`src/rtl/core/lpbs_pkg.sv`:
```
// Shared types and constants for the loop point boundary search block.
// No dependencies; imported by lpbs_track and loop_point_boundary_search.
`timescale 1ns / 1ps

package lpbs_pkg;

   // Field and register widths
   localparam int CFG_W       = 24;
   localparam int SAMPLE_W    = 16;
   localparam int SCORE_W     = 17;
   localparam int BOUND_W     = CFG_W + 1;
   localparam int CSR_INDEX_W = 3;

   localparam int FRAME_INDEX_BITS_DEFAULT = 24;

   // Score value meaning "no point scored yet"
   localparam logic [SCORE_W-1:0] SCORE_NONE   = '1;
   localparam logic [CFG_W-1:0]   RADIUS_RESET = CFG_W'(2048);

   // Configuration register indexes
   typedef enum logic [CSR_INDEX_W-1:0] {
      CFG_START_FRAME     = 3'd0,
      CFG_END_FRAME       = 3'd1,
      CFG_LOOP_START_HINT = 3'd2,
      CFG_LOOP_END_HINT   = 3'd3,
      CFG_SEARCH_RADIUS   = 3'd4
   } cfg_index_type;

   // Input transaction payload
   typedef struct packed {
      logic signed [SAMPLE_W-1:0] sample;
      logic                       last;
   } req_type;

   // Result transaction payload
   typedef struct packed {
      logic             found;
      logic [CFG_W-1:0] splice_start;
      logic [CFG_W-1:0] splice_end;
   } rsp_type;

   // Per-sample control into a window tracker
   typedef struct packed {
      logic step;    // scoring stage advances with a sample
      logic scored;  // range valid and frame >= 1
      logic last;    // sample closes the pass
   } trk_ctl_type;

endpackage

```
`src/rtl/core/loop_point_boundary_search.sv`:
```
// Top level of the loop point boundary search block.
// Depends on lpbs_pkg and lpbs_track.
`timescale 1ns / 1ps

// Streams PCM samples (frame 0 first) and, on the sample marked last, returns one
// result with the quietest splice points near the loop start and loop end hints.
// One sample is accepted every cycle unless the input stalls; the last sample of a
// pass reaches rsp through the capture, score/clamp, window, compare/update,
// finalize and result stages. Input stalls only when a closing sample reaches the
// compare stage while the result register and the finalize register both hold
// unread results. Configuration writes are taken at once (csr_ready is always high)
// and must be issued with the pipeline empty.

module loop_point_boundary_search
   import lpbs_pkg::*;
#(
   parameter int FRAME_INDEX_BITS = FRAME_INDEX_BITS_DEFAULT
) (
   input  logic                   clock,
   input  logic                   reset,
   input  logic                   req_valid,
   output logic                   req_ready,
   input  req_type                req_data,
   output logic                   rsp_valid,
   input  logic                   rsp_ready,
   output rsp_type                rsp_data,
   input  logic                   csr_valid,
   output logic                   csr_ready,
   input  logic [CSR_INDEX_W-1:0] csr_index,
   input  logic [CFG_W-1:0]       csr_data
);

   localparam int CMP_W = (FRAME_INDEX_BITS > BOUND_W) ? FRAME_INDEX_BITS : BOUND_W;
   localparam int FW    = FRAME_INDEX_BITS;

   // Window low bound: max(c - r, start + 1), start + 1 when c <= r
   function automatic logic [BOUND_W-1:0] win_lo(input logic [CFG_W-1:0] c,
                                                 input logic [CFG_W-1:0] r,
                                                 input logic [CFG_W-1:0] st);
      logic [BOUND_W-1:0] st_p1;
      logic [BOUND_W-1:0] lo;
      st_p1 = BOUND_W'(st) + BOUND_W'(1);
      lo    = (c > r) ? BOUND_W'(c - r) : st_p1;
      if (lo < st_p1) begin
         lo = st_p1;
      end
      return lo;
   endfunction

   // Window high bound: min(c + r, end - 1), no wrap
   function automatic logic [BOUND_W-1:0] win_hi(input logic [CFG_W-1:0] c,
                                                 input logic [CFG_W-1:0] r,
                                                 input logic [CFG_W-1:0] en);
      logic [BOUND_W-1:0] hi;
      hi = BOUND_W'(c) + BOUND_W'(r);
      if (hi >= BOUND_W'(en)) begin
         hi = BOUND_W'(en) - BOUND_W'(1);
      end
      return hi;
   endfunction

   // Configuration registers
   logic [CFG_W-1:0] start_frame_ff;
   logic [CFG_W-1:0] end_frame_ff;
   logic [CFG_W-1:0] loop_start_hint_ff;
   logic [CFG_W-1:0] loop_end_hint_ff;
   logic [CFG_W-1:0] search_radius_ff;

   // Stream state
   logic [FW-1:0]              frame_ff;
   logic signed [SAMPLE_W-1:0] prev_ff;

   // Stage 1: raw sample pair
   logic                       s1_valid_ff;
   logic                       s1_last_ff;
   logic [FW-1:0]              s1_frame_ff;
   logic signed [SAMPLE_W-1:0] s1_cur_ff;
   logic signed [SAMPLE_W-1:0] s1_prev_ff;

   // Stage 2: score and clamped hints
   logic                s2_valid_ff;
   logic                s2_last_ff;
   logic                s2_scored_ff;
   logic                s2_range_ok_ff;
   logic [FW-1:0]       s2_frame_ff;
   logic [SCORE_W-1:0]  s2_score_ff;
   logic [CFG_W-1:0]    s2_ls_ff;
   logic [CFG_W-1:0]    s2_le_ff;

   // Stage 3: window bounds
   logic                s3_valid_ff;
   logic                s3_last_ff;
   logic                s3_scored_ff;
   logic                s3_range_ok_ff;
   logic [FW-1:0]       s3_frame_ff;
   logic [SCORE_W-1:0]  s3_score_ff;
   logic [CFG_W-1:0]    s3_ls_ff;
   logic [CFG_W-1:0]    s3_le_ff;
   logic [BOUND_W-1:0]  s3_slo_ff;
   logic [BOUND_W-1:0]  s3_shi_ff;
   logic [BOUND_W-1:0]  s3_elo_ff;
   logic [BOUND_W-1:0]  s3_ehi_ff;

   // Stage 4: closing values of a pass
   logic                f4_valid_ff;
   logic                f4_range_ok_ff;
   logic [CFG_W-1:0]    f4_ls_ff;
   logic [CFG_W-1:0]    f4_le_ff;
   logic [SCORE_W-1:0]  f4_sscore_ff;
   logic [FW-1:0]       f4_sframe_ff;
   logic [SCORE_W-1:0]  f4_escore_ff;
   logic [FW-1:0]       f4_eframe_ff;

   // Result register
   logic                rsp_valid_ff;
   rsp_type             rsp_data_ff;
   rsp_type             rsp_data_in;

   logic                pipe_en;
   logic                req_accept;
   logic                f4_move;
   logic                f4_free;
   logic                f4_load;

   logic [SAMPLE_W-1:0] abs_a;
   logic [SAMPLE_W-1:0] abs_b;
   logic [SCORE_W-1:0]  score_sum;
   logic [SCORE_W-1:0]  score_in;
   logic                range_ok_in;
   logic [CFG_W-1:0]    ls_in;
   logic [CFG_W-1:0]    le_in;

   trk_ctl_type         trk_ctl;
   logic [SCORE_W-1:0]  s_best_score;
   logic [FW-1:0]       s_best_frame;
   logic [SCORE_W-1:0]  e_best_score;
   logic [FW-1:0]       e_best_frame;

   logic [CMP_W-1:0]    fin_ls;
   logic [CMP_W-1:0]    fin_le;
   logic [CMP_W:0]      fin_ls_p1;

   // Flow control: only a closing sample with nowhere to go holds the pipe
   assign f4_move    = f4_valid_ff && (!rsp_valid_ff || rsp_ready);
   assign f4_free    = !f4_valid_ff || f4_move;
   assign pipe_en    = !(s3_valid_ff && s3_last_ff && !f4_free);
   assign f4_load    = pipe_en && s3_valid_ff && s3_last_ff;
   assign req_ready  = pipe_en;
   assign req_accept = req_valid && pipe_en;
   assign csr_ready  = 1'b1;

   // Configuration writes; unknown indexes are dropped
   always_ff @(posedge clock) begin
      if (reset) begin
         start_frame_ff     <= '0;
         end_frame_ff       <= '0;
         loop_start_hint_ff <= '0;
         loop_end_hint_ff   <= '0;
         search_radius_ff   <= RADIUS_RESET;
      end else if (csr_valid) begin
         case (csr_index)
            CFG_START_FRAME:     start_frame_ff     <= csr_data;
            CFG_END_FRAME:       end_frame_ff       <= csr_data;
            CFG_LOOP_START_HINT: loop_start_hint_ff <= csr_data;
            CFG_LOOP_END_HINT:   loop_end_hint_ff   <= csr_data;
            CFG_SEARCH_RADIUS:   search_radius_ff   <= csr_data;
            default: ;
         endcase
      end
   end

   // Frame counter and previous sample; a closing sample restarts the pass
   always_ff @(posedge clock) begin
      if (reset) begin
         frame_ff <= '0;
         prev_ff  <= '0;
      end else if (req_accept) begin
         if (req_data.last) begin
            frame_ff <= '0;
            prev_ff  <= '0;
         end else begin
            frame_ff <= frame_ff + FW'(1);
            prev_ff  <= req_data.sample;
         end
      end
   end

   // Stage valid bits
   always_ff @(posedge clock) begin
      if (reset) begin
         s1_valid_ff <= 1'b0;
         s2_valid_ff <= 1'b0;
         s3_valid_ff <= 1'b0;
      end else if (pipe_en) begin
         s1_valid_ff <= req_valid;
         s2_valid_ff <= s1_valid_ff;
         s3_valid_ff <= s2_valid_ff;
      end
   end

   // Stage 1 capture
   always_ff @(posedge clock) begin
      if (pipe_en) begin
         s1_last_ff  <= req_data.last;
         s1_frame_ff <= frame_ff;
         s1_cur_ff   <= req_data.sample;
         s1_prev_ff  <= prev_ff;
      end
   end

   // Score, range check and hint clamping
   always_comb begin
      abs_a     = s1_prev_ff[SAMPLE_W-1] ? SAMPLE_W'(-s1_prev_ff) : SAMPLE_W'(s1_prev_ff);
      abs_b     = s1_cur_ff[SAMPLE_W-1]  ? SAMPLE_W'(-s1_cur_ff)  : SAMPLE_W'(s1_cur_ff);
      score_sum = SCORE_W'(abs_a) + SCORE_W'(abs_b);
      score_in  = (s1_prev_ff[SAMPLE_W-1] != s1_cur_ff[SAMPLE_W-1]) ?
                  (score_sum >> 1) : score_sum;

      range_ok_in = BOUND_W'(end_frame_ff) > (BOUND_W'(start_frame_ff) + BOUND_W'(1));

      ls_in = loop_start_hint_ff;
      if ((ls_in < start_frame_ff) || (ls_in >= end_frame_ff)) begin
         ls_in = start_frame_ff;
      end
      le_in = loop_end_hint_ff;
      if ((le_in <= ls_in) || (le_in > end_frame_ff)) begin
         le_in = end_frame_ff;
      end
   end

   always_ff @(posedge clock) begin
      if (pipe_en) begin
         s2_last_ff     <= s1_last_ff;
         s2_scored_ff   <= range_ok_in && (s1_frame_ff != '0);
         s2_range_ok_ff <= range_ok_in;
         s2_frame_ff    <= s1_frame_ff;
         s2_score_ff    <= score_in;
         s2_ls_ff       <= ls_in;
         s2_le_ff       <= le_in;
      end
   end

   // Window bounds around both clamped hints
   always_ff @(posedge clock) begin
      if (pipe_en) begin
         s3_last_ff     <= s2_last_ff;
         s3_scored_ff   <= s2_scored_ff;
         s3_range_ok_ff <= s2_range_ok_ff;
         s3_frame_ff    <= s2_frame_ff;
         s3_score_ff    <= s2_score_ff;
         s3_ls_ff       <= s2_ls_ff;
         s3_le_ff       <= s2_le_ff;
         s3_slo_ff      <= win_lo(s2_ls_ff, search_radius_ff, start_frame_ff);
         s3_shi_ff      <= win_hi(s2_ls_ff, search_radius_ff, end_frame_ff);
         s3_elo_ff      <= win_lo(s2_le_ff, search_radius_ff, start_frame_ff);
         s3_ehi_ff      <= win_hi(s2_le_ff, search_radius_ff, end_frame_ff);
      end
   end

   // Compare and update, one tracker per window
   assign trk_ctl.step   = pipe_en && s3_valid_ff;
   assign trk_ctl.scored = s3_scored_ff;
   assign trk_ctl.last   = s3_last_ff;

   lpbs_track #(
      .FRAME_INDEX_BITS(FRAME_INDEX_BITS)
   ) u_start_track (
      .clock        (clock),
      .reset        (reset),
      .ctl          (trk_ctl),
      .frame        (s3_frame_ff),
      .score        (s3_score_ff),
      .win_lo       (s3_slo_ff),
      .win_hi       (s3_shi_ff),
      .lowest_score (s_best_score),
      .best_frame   (s_best_frame)
   );

   lpbs_track #(
      .FRAME_INDEX_BITS(FRAME_INDEX_BITS)
   ) u_end_track (
      .clock        (clock),
      .reset        (reset),
      .ctl          (trk_ctl),
      .frame        (s3_frame_ff),
      .score        (s3_score_ff),
      .win_lo       (s3_elo_ff),
      .win_hi       (s3_ehi_ff),
      .lowest_score (e_best_score),
      .best_frame   (e_best_frame)
   );

   // Capture the closing values of a pass
   always_ff @(posedge clock) begin
      if (reset) begin
         f4_valid_ff <= 1'b0;
      end else if (f4_load) begin
         f4_valid_ff <= 1'b1;
      end else if (f4_move) begin
         f4_valid_ff <= 1'b0;
      end
   end

   always_ff @(posedge clock) begin
      if (f4_load) begin
         f4_range_ok_ff <= s3_range_ok_ff;
         f4_ls_ff       <= s3_ls_ff;
         f4_le_ff       <= s3_le_ff;
         f4_sscore_ff   <= s_best_score;
         f4_sframe_ff   <= s_best_frame;
         f4_escore_ff   <= e_best_score;
         f4_eframe_ff   <= e_best_frame;
      end
   end

   // Pick found points or hints, then keep loop end above loop start
   always_comb begin
      fin_ls = (f4_sscore_ff != SCORE_NONE) ? CMP_W'(f4_sframe_ff) : CMP_W'(f4_ls_ff);
      fin_le = (f4_escore_ff != SCORE_NONE) ? CMP_W'(f4_eframe_ff) : CMP_W'(f4_le_ff);
      fin_ls_p1 = (CMP_W + 1)'(fin_ls) + (CMP_W + 1)'(1);
      if ((CMP_W + 1)'(fin_le) <= fin_ls_p1) begin
         fin_le = (fin_ls_p1 < (CMP_W + 1)'(end_frame_ff)) ?
                  fin_ls_p1[CMP_W-1:0] : CMP_W'(end_frame_ff);
      end

      rsp_data_in.found = f4_range_ok_ff;
      if (f4_range_ok_ff) begin
         rsp_data_in.splice_start = fin_ls[CFG_W-1:0];
         rsp_data_in.splice_end   = fin_le[CFG_W-1:0];
      end else begin
         rsp_data_in.splice_start = '0;
         rsp_data_in.splice_end   = '0;
      end
   end

   // Result register
   always_ff @(posedge clock) begin
      if (reset) begin
         rsp_valid_ff <= 1'b0;
      end else if (f4_move) begin
         rsp_valid_ff <= 1'b1;
      end else if (rsp_ready) begin
         rsp_valid_ff <= 1'b0;
      end
   end

   always_ff @(posedge clock) begin
      if (f4_move) begin
         rsp_data_ff <= rsp_data_in;
      end
   end

   assign rsp_valid = rsp_valid_ff;
   assign rsp_data  = rsp_data_ff;

endmodule

```
`src/rtl/core/lpbs_track.sv`:
```
// Best splice point tracker for one search window.
// Depends on lpbs_pkg.
`timescale 1ns / 1ps

module lpbs_track
   import lpbs_pkg::*;
#(
   parameter int FRAME_INDEX_BITS = FRAME_INDEX_BITS_DEFAULT
) (
   input  logic                        clock,
   input  logic                        reset,
   input  trk_ctl_type                 ctl,
   input  logic [FRAME_INDEX_BITS-1:0] frame,
   input  logic [SCORE_W-1:0]          score,
   input  logic [BOUND_W-1:0]          win_lo,
   input  logic [BOUND_W-1:0]          win_hi,
   output logic [SCORE_W-1:0]          lowest_score,
   output logic [FRAME_INDEX_BITS-1:0] best_frame
);

   localparam int CMP_W = (FRAME_INDEX_BITS > BOUND_W) ? FRAME_INDEX_BITS : BOUND_W;

   logic [SCORE_W-1:0]          best_score_ff;
   logic [SCORE_W-1:0]          best_score_in;
   logic [FRAME_INDEX_BITS-1:0] best_frame_ff;
   logic [FRAME_INDEX_BITS-1:0] best_frame_in;
   logic                        hit;

   // First strictly smaller score inside the window wins
   always_comb begin
      hit = ctl.scored
            && (CMP_W'(frame) >= CMP_W'(win_lo))
            && (CMP_W'(frame) <= CMP_W'(win_hi))
            && (score < best_score_ff);
      best_score_in = hit ? score : best_score_ff;
      best_frame_in = hit ? frame : best_frame_ff;
   end

   // Post-update value goes out; a closing sample restarts the search
   always_ff @(posedge clock) begin
      if (reset) begin
         best_score_ff <= SCORE_NONE;
      end else if (ctl.step) begin
         best_score_ff <= ctl.last ? SCORE_NONE : best_score_in;
      end
   end

   always_ff @(posedge clock) begin
      if (ctl.step) begin
         best_frame_ff <= best_frame_in;
      end
   end

   assign lowest_score = best_score_in;
   assign best_frame   = best_frame_in;

endmodule

```
`config.mk`:
```
export PLATFORM = sky130hd
export DESIGN_NAME = loop_point_boundary_search
export DESIGN_NICKNAME = d
export VERILOG_FILES = /design/src/rtl/core/lpbs_pkg.sv /design/src/rtl/core/loop_point_boundary_search.sv /design/src/rtl/core/lpbs_track.sv
export SDC_FILE = /design/constraint.sdc
export NUM_CORES = 2
export LEC_CHECK = 0
export BUFFER_PORTS_ARGS = -buffer_cell sky130_fd_sc_hd__buf_2
export CORE_ASPECT_RATIO = 1.5
export CORE_MARGIN = 2
export CORE_UTILIZATION = 60
export CTS_CLUSTER_DIAMETER = 120
export DETAILED_ROUTE_END_ITERATION = 12
export PLACE_DENSITY_LB_ADDON = 0.1
export SETUP_SLACK_MARGIN = 0.3
export SYNTH_ARGS = -nofsm -noshare
export SYNTH_HDL_FRONTEND = slang
export SYNTH_SLANG_ARGS = --single-unit
```
`constraint.sdc`:
```
create_clock -name clock -period 14.83 [get_ports clock]
set_input_delay 2.2245 -clock clock [delete_from_list [all_inputs] [get_ports clock]]
set_output_delay 2.2245 -clock clock [all_outputs]
set_load 0.01 [all_outputs]
```
==> flow_summary.json <==
{
  "status": "finished clean",
  "cp_data_arrival_time_ns": 6.91,
  "ctsHoldBuffers": 0,
  "startpoint": "end_frame_ff[2]",
  "num-nets-final": 5093,
  "post_cts_resized": 0,
  "synth_edf_count": 569,
  "hold_viol": 0,
  "num_vias": 34600,
  "holdCritStartpoint": "s3_le_ff[11]",
  "cts_tree": "yes",
  "max_clock_freq_mhz": 153,
  "async_flop_share": 0,
  "drt-initial-drc-count": 3028,
  "fp.dieArea_mm2": 0.0796,
  "n_fill_cell": 6198,
  "worstPathCellList": "inv_1, ha_1, a21o_1, a31oi_1, o21ai_0, a311oi_1, o21ai_0, a21o_1, a31oi_1, o211ai_1, buf_4, mux2i_1, ha_1, and3_1, nand4_1, nor4_1, and3_1, a21oi_1, a221oi_4, buf_4, mux2_2",
  "route.met3.wl_um": 7880,
  "max-slew-margin-rel": 0.137,
  "hp-class": "reg -> reg",
  "drc": 0,
  "die_width_um": 231,
  "dr_wl_met2_um": 64400,
  "synth_compound_gate_area_share": 0.127,
  "rows": 124,
  "die_y_um": 344,
  "reg2reg_from": "end_frame_ff[2]",
  "yosys.area_share.simple": 0.119,
  "synth_top_area_frac": 0.369,
  "worst_pin_slew_ns": 1.29,
  "yosys_warnings": 0,
  "slowest_delay_ns": 0.55,
  "slew_violations": 0,
  "skew_ns": 0.0331,
  "ioPinCount": 101,
  "fin_tns_setup_ns": 0,
  "ir_drop_mv": 0.0961,
  "via_per_inst": 6.18,
  "synth_area_leaders": "edfxtp_1 (37%), ha_1 (14%), dfxtp_1 (8.6%)",
  "postRouteWirelength_um": 137000,
  "cap_violations": 0,
  "drive_gt1_frac": 0.0995,
  "finalCritPeriodShare": 0.440,
  "htree_levels": 3,
  "ys_seq_elements": 768,
  "synth_top_family_by_area": "adder cells",
  "cp_max_fo": 47,
  "clock-sinks": 768,
  "clk_pin_slew_ns": 0.06,
  "antenna_found_initial": 4,
  "fin_util": 0.661,
  "start_util": 0.607,
  "grt_pass1_vias": 33700,
  "grt_use_total": 0.345,
  "wl_met1_um": 55400,
  "wl_per_cell_um": 24.4,
  "io_buffers": 99,
  "synth_fa_ha_area_frac": 0.139,
  "cp_slowest_cell": "a311oi_1",
  "ys_seq_area_frac": 0.454,
  "grt_max_degree": 183,
  "area_growth_pct": 8.81,
  "start_kind": "flip-flop",
  "synth.cell_area_mm2": 0.0464,
  "drt_first_pass_iters": 6,
  "grt_overflow": 0,
  "stdcell_area_mm2": 0.0504,
  "clockRootBuffer": "clkbuf_16",
  "dp_hpwl_um": 108000,
  "cts_made_buffers": 76,
  "placed_area_mm2": 0.0478,
  "syn-instance-count": 4468,
  "yosysTopAreaCell": "edfxtp_1",
  "synth_cell_type_count": 93,
  "worst_skew_pair.late_latency_ns": 0.66,
  "syn_nets": 5030,
  "finalPower_uw": 6170,
  "pwr_density_cell_mw_per_mm2": 122,
  "leakagePower_uw": 0.0220,
  "clockBufferDepth": 3,
  "core_mm2": 0.0763,
  "synth_ff_type": "edfxtp_1",
  "grt_pass1_wl_um": 204000,
  "avgSynthCellArea_um2": 10.4,
  "required_ns": 15.21,
  "top_layer": "met5",
  "rsz0062_at_grt": "false",
  "period_needed_ns": 6.53,
  "cts_setup_buffers": 0,
  "ant_nets": 0,
  "place_congestion": 0.988,
  "setup-violations-final": 0,
  "synth-xor-area-share": 0.0423,
  "end_kind": "flip-flop",
  "synth_mux_area_frac": 0.0732,
  "crit_type": "reg -> reg"
}
## layout make-up
cell class	instances	area, um^2	share of cell area
clock buffers	87	1980	0.0393
well taps	1008	1260	0.0250
multi-input cells	3190	23300	0.462
flip-flops and latches	768	21100	0.418
clock inverters	54	639	0.0127
inverters	352	1330	0.0263
diodes	1	2.50	0.0000496
repair buffers	143	841	0.0167
## metrics by stage
stage | hold slack, ns | std cells | setup slack (ns)
after floorplan | 0.400 | 4468 | 3.47
after global placement | 0.401 | 5461 | 8.44
after detailed placement | 0.405 | 5461 | 8.44
after CTS | 0.417 | 5602 | 8.37
after global routing | 0.422 | 5602 | 7.96
final | 0.414 | 5603 | 8.30
## Yosys cell counts (all sizes together) (61+ instances only)
cell type / count
ha: 508
a21o: 74
mux2i: 177
inv: 350
xnor2: 173
nand3: 80
a21oi: 391
clkbuf: 99
nor3: 61
nand4: 82
dfxtp: 199
mux2: 144
o21ai: 187
nand2: 485
nor2: 255
edfxtp: 569
## logic make-up after synthesis
| logic type | Yosys count |
|---|---|
| AO/OA/AOI/OAI | 945 |
| buffers and inverters | 510 |
| flip-flops | 768 |
| adder cells (fa/ha/maj) | 513 |
| AND/OR/NAND/NOR | 1186 |
| other | 1 |
| multiplexers | 321 |
| XOR/XNOR | 224 |
## sequential cells by signal, summed over array words and instances, names as in the netlist, 25 cells and up
register,count
s3_elo_ff,25
s3_shi_ff,25
s3_ehi_ff,25
s3_slo_ff,25
rsp_data,49
## worst max-delay path, delay by kind of cell (launching register included)
family,cells,cell delay (ns)
compound gates,10,2.20
simple gates,4,1.17
buf+inv,3,1.09
fa+ha+maj,2,0.72
mux,2,0.60
flops,1,0.47
## final timing paths
path | endpoint | slack [ns] | cells after the start
worst max-delay path | s2_le_ff[14] | 8.30 | 21
worst min-delay path | f4_le_ff[11] | 0.41 | 0
worst max register to register | s2_le_ff[14] | 8.30 | 21
worst min register to register | f4_le_ff[11] | 0.41 | 0
## metal layers
layer  vias up  GRT usage
li1      16300          -
met1     16700      0.431
met2      1254      0.572
met5         -          0
met4         4      0.212
met3       336     0.0408
## report_power, final
part	total [uW]	internal, uW	switching (uW)
sequential	2630	2520	117
combinational	1510	590	917
clock	2030	1140	885
total	6170	4250	1920
## cells in the final DEF (no fill, tap or decap), types with 19 or more instances in the layout
master | Yosys | final
a21oi_1 | 388 | 387
o21bai_1 | 20 | 19
nor2b_1 | 39 | 38
a211oi_1 | 26 | 26
mux2_2 | 141 | 141
buf_2 | 33 | 98
edfxtp_1 | 569 | 569
o21ai_0 | 168 | 168
mux2i_1 | 177 | 177
nor2_1 | 255 | 254
a211o_1 | 35 | 35
buf_4 | 9 | 44
nor4_1 | 28 | 28
nand2_1 | 485 | 485
nand2b_1 | 28 | 28
o21a_1 | 45 | 45
clkbuf_16 | 0 | 76
o31ai_1 | 23 | 23
and3_1 | 50 | 49
inv_1 | 350 | 349
nor3_1 | 61 | 61
nand3_1 | 80 | 80
xnor2_1 | 173 | 173
a21o_1 | 74 | 74
dfxtp_1 | 199 | 199
ha_1 | 508 | 508
xor2_1 | 51 | 51
nand4_1 | 81 | 81
Power figures use the tool's default switching activity.
